**src/lpts_pkg.sv**
```systemverilog
// Shared constants, result type and character-class helpers for the log
// timestamp prefix stripper. No dependencies.
package lpts_pkg;

	localparam int MAX_MESSAGE_BYTES = 1024;
	// The position counter saturates at one past the maximum length.
	localparam int POS_W    = $clog2(MAX_MESSAGE_BYTES + 2);
	localparam int BYTE_W   = 8;
	localparam int OFFSET_W = 10;
	localparam int MODE_W   = 2;

	localparam logic [MODE_W-1:0] MODE_NONE   = 2'd0;
	localparam logic [MODE_W-1:0] MODE_SYSLOG = 2'd1;
	localparam logic [MODE_W-1:0] MODE_ISO    = 2'd2;

	localparam int SYSLOG_MIN_LEN = 16;
	localparam int ISO_PREFIX_LEN = 19;
	localparam int ISO_MIN_LEN    = 20;

	localparam logic [BYTE_W-1:0] CH_SPACE = 8'h20;
	localparam logic [BYTE_W-1:0] CH_COLON = 8'h3A;
	localparam logic [BYTE_W-1:0] CH_DASH  = 8'h2D;
	localparam logic [BYTE_W-1:0] CH_T     = 8'h54;
	localparam logic [BYTE_W-1:0] CH_ZERO  = 8'h30;
	localparam logic [BYTE_W-1:0] CH_NINE  = 8'h39;
	localparam logic [BYTE_W-1:0] CH_TAB   = 8'h09;
	localparam logic [BYTE_W-1:0] CH_CR    = 8'h0D;

	// Month abbreviations, three characters each, first character in the top byte.
	localparam logic [23:0] MONTHS [12] = '{
		24'h4A616E, 24'h466562, 24'h4D6172, 24'h417072,
		24'h4D6179, 24'h4A756E, 24'h4A756C, 24'h417567,
		24'h536570, 24'h4F6374, 24'h4E6F76, 24'h446563
	};

	typedef struct packed {
		logic [OFFSET_W-1:0] payload_offset;
		logic                stripped;
		logic                too_long;
	} result_t;

	function automatic logic is_digit(logic [BYTE_W-1:0] b);
		return (b >= CH_ZERO) && (b <= CH_NINE);
	endfunction

	function automatic logic is_white(logic [BYTE_W-1:0] b);
		return (b == CH_SPACE) || ((b >= CH_TAB) && (b <= CH_CR));
	endfunction

	function automatic logic month_ok(logic [15:0] first_two, logic [BYTE_W-1:0] b);
		logic hit;
		hit = 1'b0;
		for (int i = 0; i < 12; i++) begin
			if (MONTHS[i] == {first_two, b})
				hit = 1'b1;
		end
		return hit;
	endfunction

endpackage

```
**src/lpts_ifs.sv**
```systemverilog
// Handshake channel interfaces of the log timestamp prefix stripper: message
// bytes in, results out, and the mode register write. Depends on lpts_pkg.
interface lpts_byte_if;
	logic                        valid;
	logic                        ready;
	logic [lpts_pkg::BYTE_W-1:0] message_byte;
	logic                        last_byte;

	modport source (output valid, output message_byte, output last_byte, input ready);
	modport sink (input valid, input message_byte, input last_byte, output ready);
endinterface

interface lpts_result_if;
	logic                          valid;
	logic                          ready;
	logic [lpts_pkg::OFFSET_W-1:0] payload_offset;
	logic                          stripped;
	logic                          too_long;

	modport source (output valid, output payload_offset, output stripped,
		output too_long, input ready);
	modport sink (input valid, input payload_offset, input stripped,
		input too_long, output ready);
endinterface

interface lpts_cfg_if;
	logic                        valid;
	logic                        ready;
	logic [lpts_pkg::MODE_W-1:0] date_mode;

	modport source (output valid, output date_mode, input ready);
	modport sink (input valid, input date_mode, output ready);
endinterface

```
**src/lpts_scan.sv**
```systemverilog
// Per-message scan state of the prefix stripper: prefix check, payload search
// and the result for the last byte. Depends on lpts_pkg.
module lpts_scan (
	input  logic                          clk,
	input  logic                          arst_n,
	input  logic                          step,
	input  logic                          clear,
	input  logic [lpts_pkg::MODE_W-1:0]   mode,
	input  logic [lpts_pkg::BYTE_W-1:0]   byte_in,
	input  logic                          last_in,
	output lpts_pkg::result_t             result
);

	typedef enum logic [2:0] {
		PH_PREFIX,
		PH_LEAD,
		PH_WORD,
		PH_GAP,
		PH_FOUND
	} phase_t;

	localparam logic [lpts_pkg::POS_W-1:0] POS_SAT =
		lpts_pkg::POS_W'(lpts_pkg::MAX_MESSAGE_BYTES + 1);

	logic [lpts_pkg::POS_W-1:0]    pos_q;
	phase_t                        phase_q;
	logic [15:0]                   month_q;
	logic                          valid_q;
	logic [lpts_pkg::OFFSET_W-1:0] cand_q;
	logic                          found_q;

	logic [lpts_pkg::POS_W-1:0]    pos_n;
	phase_t                        phase_n;
	phase_t                        sys_phase;
	logic [15:0]                   month_n;
	logic                          valid_n;
	logic [lpts_pkg::OFFSET_W-1:0] cand_n;
	logic                          found_n;
	logic                          ok;
	logic                          too;
	logic                          long_enough;

	always_comb begin
		phase_n   = phase_q;
		month_n   = month_q;
		valid_n   = valid_q;
		cand_n    = cand_q;
		found_n   = found_q;
		ok        = 1'b1;
		sys_phase = phase_q;

		if (mode == lpts_pkg::MODE_SYSLOG) begin
			if (pos_q < lpts_pkg::POS_W'(lpts_pkg::SYSLOG_MIN_LEN)) begin
				case (pos_q[3:0])
					4'd0, 4'd1: month_n = {month_q[7:0], byte_in};
					4'd2: ok = lpts_pkg::month_ok(month_q, byte_in);
					4'd4, 4'd5: ok = lpts_pkg::is_digit(byte_in) || (byte_in == lpts_pkg::CH_SPACE);
					4'd3, 4'd6, 4'd15: ok = (byte_in == lpts_pkg::CH_SPACE);
					4'd9, 4'd12: ok = (byte_in == lpts_pkg::CH_COLON);
					default: ok = lpts_pkg::is_digit(byte_in);
				endcase
				if (!ok)
					valid_n = 1'b0;
			end else begin
				if (phase_q == PH_PREFIX)
					sys_phase = PH_LEAD;
				phase_n = sys_phase;
				case (sys_phase)
					PH_LEAD: phase_n = (byte_in == lpts_pkg::CH_SPACE) ? PH_LEAD : PH_WORD;
					PH_WORD: begin
						if (byte_in == lpts_pkg::CH_SPACE)
							phase_n = PH_GAP;
					end
					PH_GAP: begin
						if (byte_in != lpts_pkg::CH_SPACE) begin
							phase_n = PH_FOUND;
							cand_n  = lpts_pkg::OFFSET_W'(pos_q);
							found_n = 1'b1;
						end
					end
					default: ;
				endcase
			end
		end else if (mode == lpts_pkg::MODE_ISO) begin
			if (pos_q < lpts_pkg::POS_W'(lpts_pkg::ISO_PREFIX_LEN)) begin
				case (pos_q[4:0])
					5'd4, 5'd7: ok = (byte_in == lpts_pkg::CH_DASH);
					5'd10: ok = (byte_in == lpts_pkg::CH_T) || (byte_in == lpts_pkg::CH_SPACE);
					5'd13, 5'd16: ok = (byte_in == lpts_pkg::CH_COLON);
					default: ok = lpts_pkg::is_digit(byte_in);
				endcase
				if (!ok)
					valid_n = 1'b0;
			end
			// The payload search runs from the first byte, alongside the check.
			if (phase_q == PH_PREFIX) begin
				if (lpts_pkg::is_white(byte_in)) begin
					if (byte_in == lpts_pkg::CH_SPACE) begin
						phase_n = PH_GAP;
					end else begin
						phase_n = PH_FOUND;
						cand_n  = lpts_pkg::OFFSET_W'(pos_q);
						found_n = 1'b1;
					end
				end
			end else if (phase_q == PH_GAP) begin
				if (byte_in != lpts_pkg::CH_SPACE) begin
					phase_n = PH_FOUND;
					cand_n  = lpts_pkg::OFFSET_W'(pos_q);
					found_n = 1'b1;
				end
			end
		end

		pos_n = (pos_q == POS_SAT) ? pos_q : pos_q + 1'b1;
		too   = pos_n > lpts_pkg::POS_W'(lpts_pkg::MAX_MESSAGE_BYTES);
		long_enough =
			((mode == lpts_pkg::MODE_SYSLOG) &&
				(pos_n >= lpts_pkg::POS_W'(lpts_pkg::SYSLOG_MIN_LEN))) ||
			((mode == lpts_pkg::MODE_ISO) &&
				(pos_n >= lpts_pkg::POS_W'(lpts_pkg::ISO_MIN_LEN)));

		result.stripped       = !too && valid_n && found_n && long_enough;
		result.payload_offset = result.stripped ? cand_n : '0;
		result.too_long       = too;
	end

	always_ff @(posedge clk or negedge arst_n) begin
		if (!arst_n) begin
			pos_q   <= '0;
			phase_q <= PH_PREFIX;
			month_q <= '0;
			valid_q <= 1'b1;
			cand_q  <= '0;
			found_q <= 1'b0;
		end else if (clear || (step && last_in)) begin
			pos_q   <= '0;
			phase_q <= PH_PREFIX;
			month_q <= '0;
			valid_q <= 1'b1;
			cand_q  <= '0;
			found_q <= 1'b0;
		end else if (step) begin
			pos_q   <= pos_n;
			phase_q <= phase_n;
			month_q <= month_n;
			valid_q <= valid_n;
			cand_q  <= cand_n;
			found_q <= found_n;
		end
	end

endmodule

```
**src/log_timestamp_prefix_stripper.sv**
```systemverilog
// Top level of the log timestamp prefix stripper: input register, scan state
// and result register. Depends on lpts_pkg, lpts_ifs and lpts_scan.
// Throughput: one message byte per cycle, across message ends too, while results are taken.
// Result path: the last byte of a message enters the input register, and its result
// enters the result register when that byte advances, which waits on a full result register.
// Reset: arst_n clears both valid flags, the scan state and date_mode (which reads 0).
module log_timestamp_prefix_stripper (
	input logic         clk,
	input logic         arst_n,
	lpts_byte_if.sink   msg,
	lpts_result_if.source res,
	lpts_cfg_if.sink    cfg
);

	// Mode register. Writes must arrive only while the block is idle; the block itself
	// does not enforce this. The port is always ready, and a write also restarts the message state.
	logic [lpts_pkg::MODE_W-1:0] date_mode_q;
	logic                        cfg_write;

	// Input register: the accepted item waits here until it advances into the scan state.
	logic                        valid_s1;
	logic [lpts_pkg::BYTE_W-1:0] byte_s1;
	logic                        last_s1;

	// Result register.
	logic                        res_valid_q;
	lpts_pkg::result_t           res_q;

	lpts_pkg::result_t           scan_result;
	logic                        advance;

	assign cfg.ready = 1'b1;
	assign cfg_write = cfg.valid;

	// An item in the input register moves on whenever it produces no result, or
	// when the result register is empty or being emptied in this cycle. The
	// input register refills in the same cycle, so bytes stream back to back.
	assign advance   = valid_s1 && (!last_s1 || !res_valid_q || res.ready);
	assign msg.ready = !valid_s1 || advance;

	always_ff @(posedge clk or negedge arst_n) begin
		if (!arst_n) begin
			date_mode_q <= lpts_pkg::MODE_NONE;
		end else if (cfg_write) begin
			date_mode_q <= cfg.date_mode;
		end
	end

	always_ff @(posedge clk or negedge arst_n) begin
		if (!arst_n) begin
			valid_s1 <= 1'b0;
		end else if (msg.ready) begin
			valid_s1 <= msg.valid;
		end
	end

	always_ff @(posedge clk) begin
		if (msg.valid && msg.ready) begin
			byte_s1 <= msg.message_byte;
			last_s1 <= msg.last_byte;
		end
	end

	// The scan state advances once for every byte leaving the input register
	// and produces the result combinationally for a final byte.
	lpts_scan u_scan (
		.clk     (clk),
		.arst_n  (arst_n),
		.step    (advance),
		.clear   (cfg_write),
		.mode    (date_mode_q),
		.byte_in (byte_s1),
		.last_in (last_s1),
		.result  (scan_result)
	);

	always_ff @(posedge clk or negedge arst_n) begin
		if (!arst_n) begin
			res_valid_q <= 1'b0;
		end else if (advance && last_s1) begin
			res_valid_q <= 1'b1;
		end else if (res.ready) begin
			res_valid_q <= 1'b0;
		end
	end

	always_ff @(posedge clk) begin
		if (advance && last_s1) begin
			res_q <= scan_result;
		end
	end

	assign res.valid          = res_valid_q;
	assign res.payload_offset = res_q.payload_offset;
	assign res.stripped       = res_q.stripped;
	assign res.too_long       = res_q.too_long;

endmodule
```
**src/flat_wrapper.sv**
```systemverilog
// flat-port wrapper written by rule: the top's interface ports become plain ports
module log_timestamp_prefix_stripper_flat 
  (clk, arst_n, msg_valid, msg_message_byte, msg_last_byte, msg_ready, res_valid, res_payload_offset, res_stripped, res_too_long, res_ready, cfg_valid, cfg_date_mode, cfg_ready);
  lpts_byte_if msg_i ();
  lpts_result_if res_i ();
  lpts_cfg_if cfg_i ();
  input logic clk;
  input logic arst_n;
  input wire logic [$bits(msg_i.valid)-1:0] msg_valid;
  input wire logic [$bits(msg_i.message_byte)-1:0] msg_message_byte;
  input wire logic [$bits(msg_i.last_byte)-1:0] msg_last_byte;
  output wire logic [$bits(msg_i.ready)-1:0] msg_ready;
  output wire logic [$bits(res_i.valid)-1:0] res_valid;
  output wire logic [$bits(res_i.payload_offset)-1:0] res_payload_offset;
  output wire logic [$bits(res_i.stripped)-1:0] res_stripped;
  output wire logic [$bits(res_i.too_long)-1:0] res_too_long;
  input wire logic [$bits(res_i.ready)-1:0] res_ready;
  input wire logic [$bits(cfg_i.valid)-1:0] cfg_valid;
  input wire logic [$bits(cfg_i.date_mode)-1:0] cfg_date_mode;
  output wire logic [$bits(cfg_i.ready)-1:0] cfg_ready;
  assign msg_i.valid = msg_valid;
  assign msg_i.message_byte = msg_message_byte;
  assign msg_i.last_byte = msg_last_byte;
  assign msg_ready = msg_i.ready;
  assign res_valid = res_i.valid;
  assign res_payload_offset = res_i.payload_offset;
  assign res_stripped = res_i.stripped;
  assign res_too_long = res_i.too_long;
  assign res_i.ready = res_ready;
  assign cfg_i.valid = cfg_valid;
  assign cfg_i.date_mode = cfg_date_mode;
  assign cfg_ready = cfg_i.ready;
  log_timestamp_prefix_stripper u_core (.clk(clk), .arst_n(arst_n), .msg(msg_i), .res(res_i), .cfg(cfg_i));
endmodule
```
**config.mk**
```make
export PLATFORM = sky130hd
export DESIGN_NAME = log_timestamp_prefix_stripper_flat
export DESIGN_NICKNAME = d
export VERILOG_FILES = /design/src/lpts_pkg.sv /design/src/lpts_ifs.sv /design/src/lpts_scan.sv /design/src/log_timestamp_prefix_stripper.sv /design/src/flat_wrapper.sv
export SDC_FILE = /design/constraint.sdc
export NUM_CORES = 1
export LEC_CHECK = 0
export ABC_AREA = 1
export BUFFER_PORTS_ARGS = -buffer_cell sky130_fd_sc_hd__buf_2
export CAP_MARGIN = 0
export CORE_MARGIN = 4
export CORE_UTILIZATION = 45
export CTS_CLUSTER_SIZE = 8
export DETAILED_ROUTE_END_ITERATION = 6
export PLACE_DENSITY = 0.73
export SLEW_MARGIN = 20
export SYNTH_ARGS = -nofsm -noshare
export SYNTH_HDL_FRONTEND = slang
export SYNTH_SLANG_ARGS = --single-unit
```
**constraint.sdc**
```tcl
create_clock -name clk -period 1.8 [get_ports clk]
set_input_delay 0.27 -clock clk [delete_from_list [all_inputs] [get_ports clk]]
set_output_delay 0.27 -clock clk [all_outputs]
set_load 0.005 [all_outputs]
```
After elaboration in Yosys (flattened, before gate mapping) --
Index checks and enable logic that the tools add are counted. W data, S select, Z words.
Storage, ports and cells: input bits 16, output and inout bits 15, bits in read-only memories 0, bits in latches 0, bits in writable memories 0, word-level logic and storage cells 180, register bits 67, memories kept 0
Operators by class: equal/unequal tests 40, magnitude comparators 9, multiply operators 0, div/mod/pow operators 0, bitwise gates (word level) 0, shift operators 0, reduce and logical (&&, ||, !) cells 40, multiplexer cells 76, add/sub/neg operators 1
Operators by type and width (count):
- $eq A23 B24 Y1 const A | 12
- $mux W10 | 11
- $mux W16 | 5
- $mux W3 | 15
- $mux W1 | 38
- $mux W11 | 3
- $eq A8 B6 Y1 const B | 3
- $ge A11 B5 Y1 const B | 2
- $lt A11 B5 Y1 const B | 2
- $eq A4 B3 Y1 const B | 3
- $eq A4 B4 Y1 const B | 3
- $add A11 B1 Y11 const B | 1
- $eq A11 B11 Y1 const B | 1
- $gt A11 B11 Y1 const B | 1
- $eq A5 B3 Y1 const B | 2
- $eq A5 B4 Y1 const B | 2
- $logic_and A1 B1 Y1 | 10
- $reduce_bool A2 Y1 | 5
- $reduce_or A2 Y1 | 5
- $eq A3 B2 Y1 const B | 3
- $pmux W3 S3 | 1
- $eq A4 B2 Y1 const B | 2
- $eq A8 B7 Y1 const B | 1
- $ge A8 B4 Y1 const B | 1
- other kinds (23) | 34

Depth between registers and ports, before layout --
depth after elaboration 22, mapped depth 17, depth with buffers taken out 16

Cells and area by module --
A second synthesis with hierarchy kept.
Unflattened totals: cell total of the unflattened synthesis 601, area total of the unflattened synthesis 4469.3 sq um
By module, submodules not included:
- lpts_scan | cells each 556, sequential area each 1052.3 sq um, instances 1, area each 3644.7 sq um
- log_timestamp_prefix_stripper | cells each 45, sequential area each 730.7 sq um, instances 1, area each 824.5 sq um

Least setup slack after synthesis --
OpenSTA, ideal clock, no wires.
path kind register -> register, start point register u_core.u_scan.pos_q[0] in the netlist's numbering, end point register u_core.res_q (netlist bit u_core.res.stripped), data pin, data arrival time 1.762 ns, path slack -0.216 ns, setup time 0.253 ns, data required time 1.547 ns, buffers on the path 1, stages on the path, launching flop included 10, cells stage by stage dfrtp_1 inv_1 ha_1 o21ai_0 nand3_1 a41oi_1 nand3_1 nand3_2 buf_6 inv_1
RTL lines:
- start, declared | line lpts_scan.sv:25 | logic [lpts_pkg::POS_W-1:0] pos_q;
- start signal, assigned | line lpts_scan.sv:144 | pos_q <= pos_n;
- end signal, assigned | line log_timestamp_prefix_stripper.sv:89 | res_q <= scan_result;
- end, declared | line log_timestamp_prefix_stripper.sv:27 | lpts_pkg::result_t res_q;

Final worst setup path --
start point register u_core.u_scan.pos_q[1] in the netlist's numbering, end point register u_core.res_q (netlist bit u_core.res.payload_offset[1]), data pin
On the way: longest elaborated chain between the ends 13, elaborated cells on any way between the ends 60, classes of those cells add/sub (1); order compare (5); eq/ne (15); mux (25); reduce/logical (14)
RTL lines:
- branches (longest 13 deep; another with $add A11 B1 Y11)
Parallel ways; which one is timed is not known. The select of a mux whose other input is x is not followed. A chain may end at the register's enable or synchronous reset.

==> impl_results.md <==
* Status: finished with violations
* CP Capture Type: flop
* Final min period at between 2000 and 2500 ps
* Crit path DAT at approximately 2500 ps
* Syn Nets at approximately 650
* Netlist cell types at 40
* Die Height at around 110 um
* Pwr/cell area at just over 700 nW/um^2
* Crit path required time at about 2000 ps
* Worst setup path category: reg2reg
* Leak at about 0.003 uW
* Routed len/inst at between 15 and 20 um
* Pre-CTS setup slack at -366.8 ps
* Htree depth at 3
* Total I/O pin count at 31
* R2R cell count at 15
* Max incr delay on CP at roughly 400 ps
* Final Hold Viols at 0
* GR Overflow Total at 0
* TritonCTS Sinks at 67
* Worst Hold Class: in2reg
* Vias/cell at roughly 5.5
* RSZ-0062 raised after global routing: yes
* Slew Limit Fails at 0
* Maximum clock path buffer count at 2
* Reg2reg setup slack at -490 ps
* Setup-failing EPs final at slightly above 40
* DP HPWL at between 9000 and 10000 um
* Slowest library cell on the worst path: dfrtp_2
* Final WS setup at -490.7 ps
* Top delay family on crit path: simple AND/OR/NAND/NOR gates
* Initial Utilization at 0.4691
* Port Buffer Count at 29
* Hold Path Origin: msg_message_byte[3]
* Post-synth EDFFs at 21
* Mapped Area at 4417 sq um
* Skew-Pair Late Insertion Delay at between 300 and 400 ps
* Startpoint types: flop
* Final wirelength at 14670 um
* Mapped Avg Cell Area at 7.067 sq um
* CTS tree: done
* Area Growth Syn to Fin at 45.86%
* Peak supply drop at approximately 0.56 mV
* Inserted Clock Buffers at 9
* Max Cap Viol at 0
* Reg-to-reg startpoint: u_core.u_scan.pos_q[1]$_DFFE_PN0N_
* Hold worst-path end: u_core.byte_s1[3]$_DFFE_PP_
* Ys Warns at 0
* First-pass GRT wire length at 22470 um
* Total track usage at 0.2444
* Finished Core Util at 0.6843
* Die area at about 11000 sq um
* Post-Syn Instances at between 600 and 700
* Clock Tree Root: clkbuf_8
* Multi-input logic area at ~2600 sq um
* Die Width at ~110 um
* Final cycle utilization of the critical path at 1.273
* Critical register-to-register path endpoint: u_core.res.payload_offset[1]$_SDFFCE_PN0P_
* Reg clk slew, reported paths at about 80 ps
* Router iterations before antenna repair at 6
* Seq/Total Area, Yosys at 0.4037
* Initial DRC count at roughly 400
* Via Count at 4986
* Setup Skew at slightly above 7 ps
* Area of the core at roughly 9400 sq um
* N_diodes at 0
* Worst path cell trace: buf_4 -> nand3_2 -> buf_4 -> nor2_1 -> nand2_1 -> nand2_2 -> nand3_2 -> nor2_2 -> nand3_1 -> nand2_1 -> nand2_1 -> nor2_2 -> nand3_4 -> buf_12 -> nor2_2
* Reg area at around 1800 sq um
* Commonest non-fill, non-tap cells in the layout: nand2_1 (138), buf_4 (107), nor2_1 (65)
* Nets at around 800
* Synth Flop Type: dfrtp_1
* Asr flop ratio synth at 0.6866
* Initial antenna violation count at 0
* Most common cell after layout, fill and taps aside: nand2_1
* Worst-path fanout max at 6
* Gpl congestion at around 0.97
* Final ANT Viol Nets at 0
* Largest net degree at the start of global routing at 22
* Worst hold stages at 1
* Flip-flop and latch count after synthesis at 67
* Core Rows at 35
* Number of global-route vias before repair at roughly 4700
* Failing checks: negative setup slack
* Worst Path Buf+Inv at 3
* Filler Cell Count at approximately 690
* Achievable Freq at between 400 and 500 MHz
* Layout cells sized above 1 at 0.3737
* Drt drc at 0
-- per-layer routing --
layer,vias to the layer above,share of wire,global-route usage,routed length (um)
li1,2350,-,-,-
met1,2338,0.41,0.3253,6015
met2,253,0.48,0.4048,7079
met3,45,0.074,0.04154,1084
met4,0,0.033,0.07763,487
met5,-,0,0,0
-- registers in the layout (all words and copies together), names as in the netlist --
| name | count |
|---|---|
| u_core.u_scan.month_q | 16 |
| u_core.u_scan.pos_q | 11 |
| u_core.res.payload_offset | 10 |
| u_core.u_scan.cand_q | 10 |
| u_core.byte_s1 | 8 |
| u_core.u_scan.phase_q | 3 |
| u_core.date_mode_q | 2 |
| u_core.last_s1 | 1 |
| u_core.res.stripped | 1 |
| u_core.res.too_long | 1 |
| u_core.res.valid | 1 |
| u_core.u_scan.found_q | 1 |
| u_core.u_scan.valid_q | 1 |
| u_core.valid_s1 | 1 |
-- power by group --
part           internal [uW]  leakage (uW)  switching [uW]
combinational            528       0.00206             716
sequential              1670      0.000815            88.8
clock                    961      0.000125             644
-- worst max path at each step --
stage	from	end	slack, ps	cells past startpoint
CTS	u_core.u_scan.pos_q[0]$_DFFE_PN0N_	u_core.res.payload_offset[1]$_SDFFCE_PN0P_	-340	14
finish	u_core.u_scan.pos_q[1]$_DFFE_PN0N_	u_core.res.payload_offset[1]$_SDFFCE_PN0P_	-490	15
detailed placement	u_core.u_scan.pos_q[1]$_DFFE_PN0N_	u_core.res.payload_offset[4]$_SDFFCE_PN0P_	-370	17
global placement	u_core.u_scan.pos_q[1]$_DFFE_PN0N_	u_core.res.payload_offset[6]$_SDFFCE_PN0P_	-230	17
floorplan	u_core.u_scan.pos_q[1]$_DFFE_PN0N_	u_core.res.payload_offset[2]$_SDFFCE_PN0P_	-120	17
global route	u_core.u_scan.pos_q[0]$_DFFE_PN0N_	u_core.res.payload_offset[4]$_SDFFCE_PN0P_	-640	16
-- cell type report --
cell class / instances / area share
inverter: 85 / 0.05283
timing repair inverter: 1 / 0.001165
timing repair buffer: 157 / 0.1987
multi-input combinational: 458 / 0.4061
clock inverter: 6 / 0.01728
sequential: 67 / 0.2775
tap: 129 / 0.02505
clock buffer: 10 / 0.02136
-- logic make-up (layout without fill, tap and decap cells) --
group,count (synthesis),in the layout,share of synthesized area
AND/OR/NAND/NOR,340,340,0.3388
XOR/XNOR,3,3,0.005950
adder cells (fa/ha/maj),6,6,0.01700
buffers and inverters,100,259,0.09235
AO/OA/AOI/OAI,108,108,0.1414
flip-flops,67,67,0.4037
other,1,1,0.0008490
-- stage by stage --
step | hold slack, ps | cell area [sq um] | total power, uW | TNS (ps) | std cells
after global routing | 74.72 | 6442 | 4816 | -13040 | 913
after CTS | 71.93 | 6076 | 4449 | -4897 | 900
after detailed placement | 218.2 | 5433 | 2667 | -6017 | 865
after floorplan | -25.59 | 4453 | 2287 | -1209 | 625
after global placement | 211.1 | 5433 | 2631 | -3495 | 865
final | 79.21 | 6442 | 4612 | -8473 | 913
-- cells in the mapped netlist, drive strengths merged (2+ instances only) --
cell type	instances	area share
ha	6	0.017
buf	9	0.015
nand4	11	0.020
dfrtp	45	0.25
a21oi	14	0.016
o211ai	8	0.014
nor2	100	0.096
o21bai	9	0.015
clkbuf	6	0.0051
xor2	2	0.0040
nand2	158	0.14
o22ai	8	0.011
edfxtp	21	0.14
nand3	59	0.069
o21ai	63	0.071
inv	84	0.071
nor3	10	0.012
-- repair_timing --
item,in CTS,in global routing
setup endpoints to repair,42,54
setup buffers,17,14
hold endpoints to repair,11,0
gates cloned,2,3
gates resized for setup,88,79
pin swaps,20,35
hold buffers,1,0
Power figures use the tool's default switching activity.
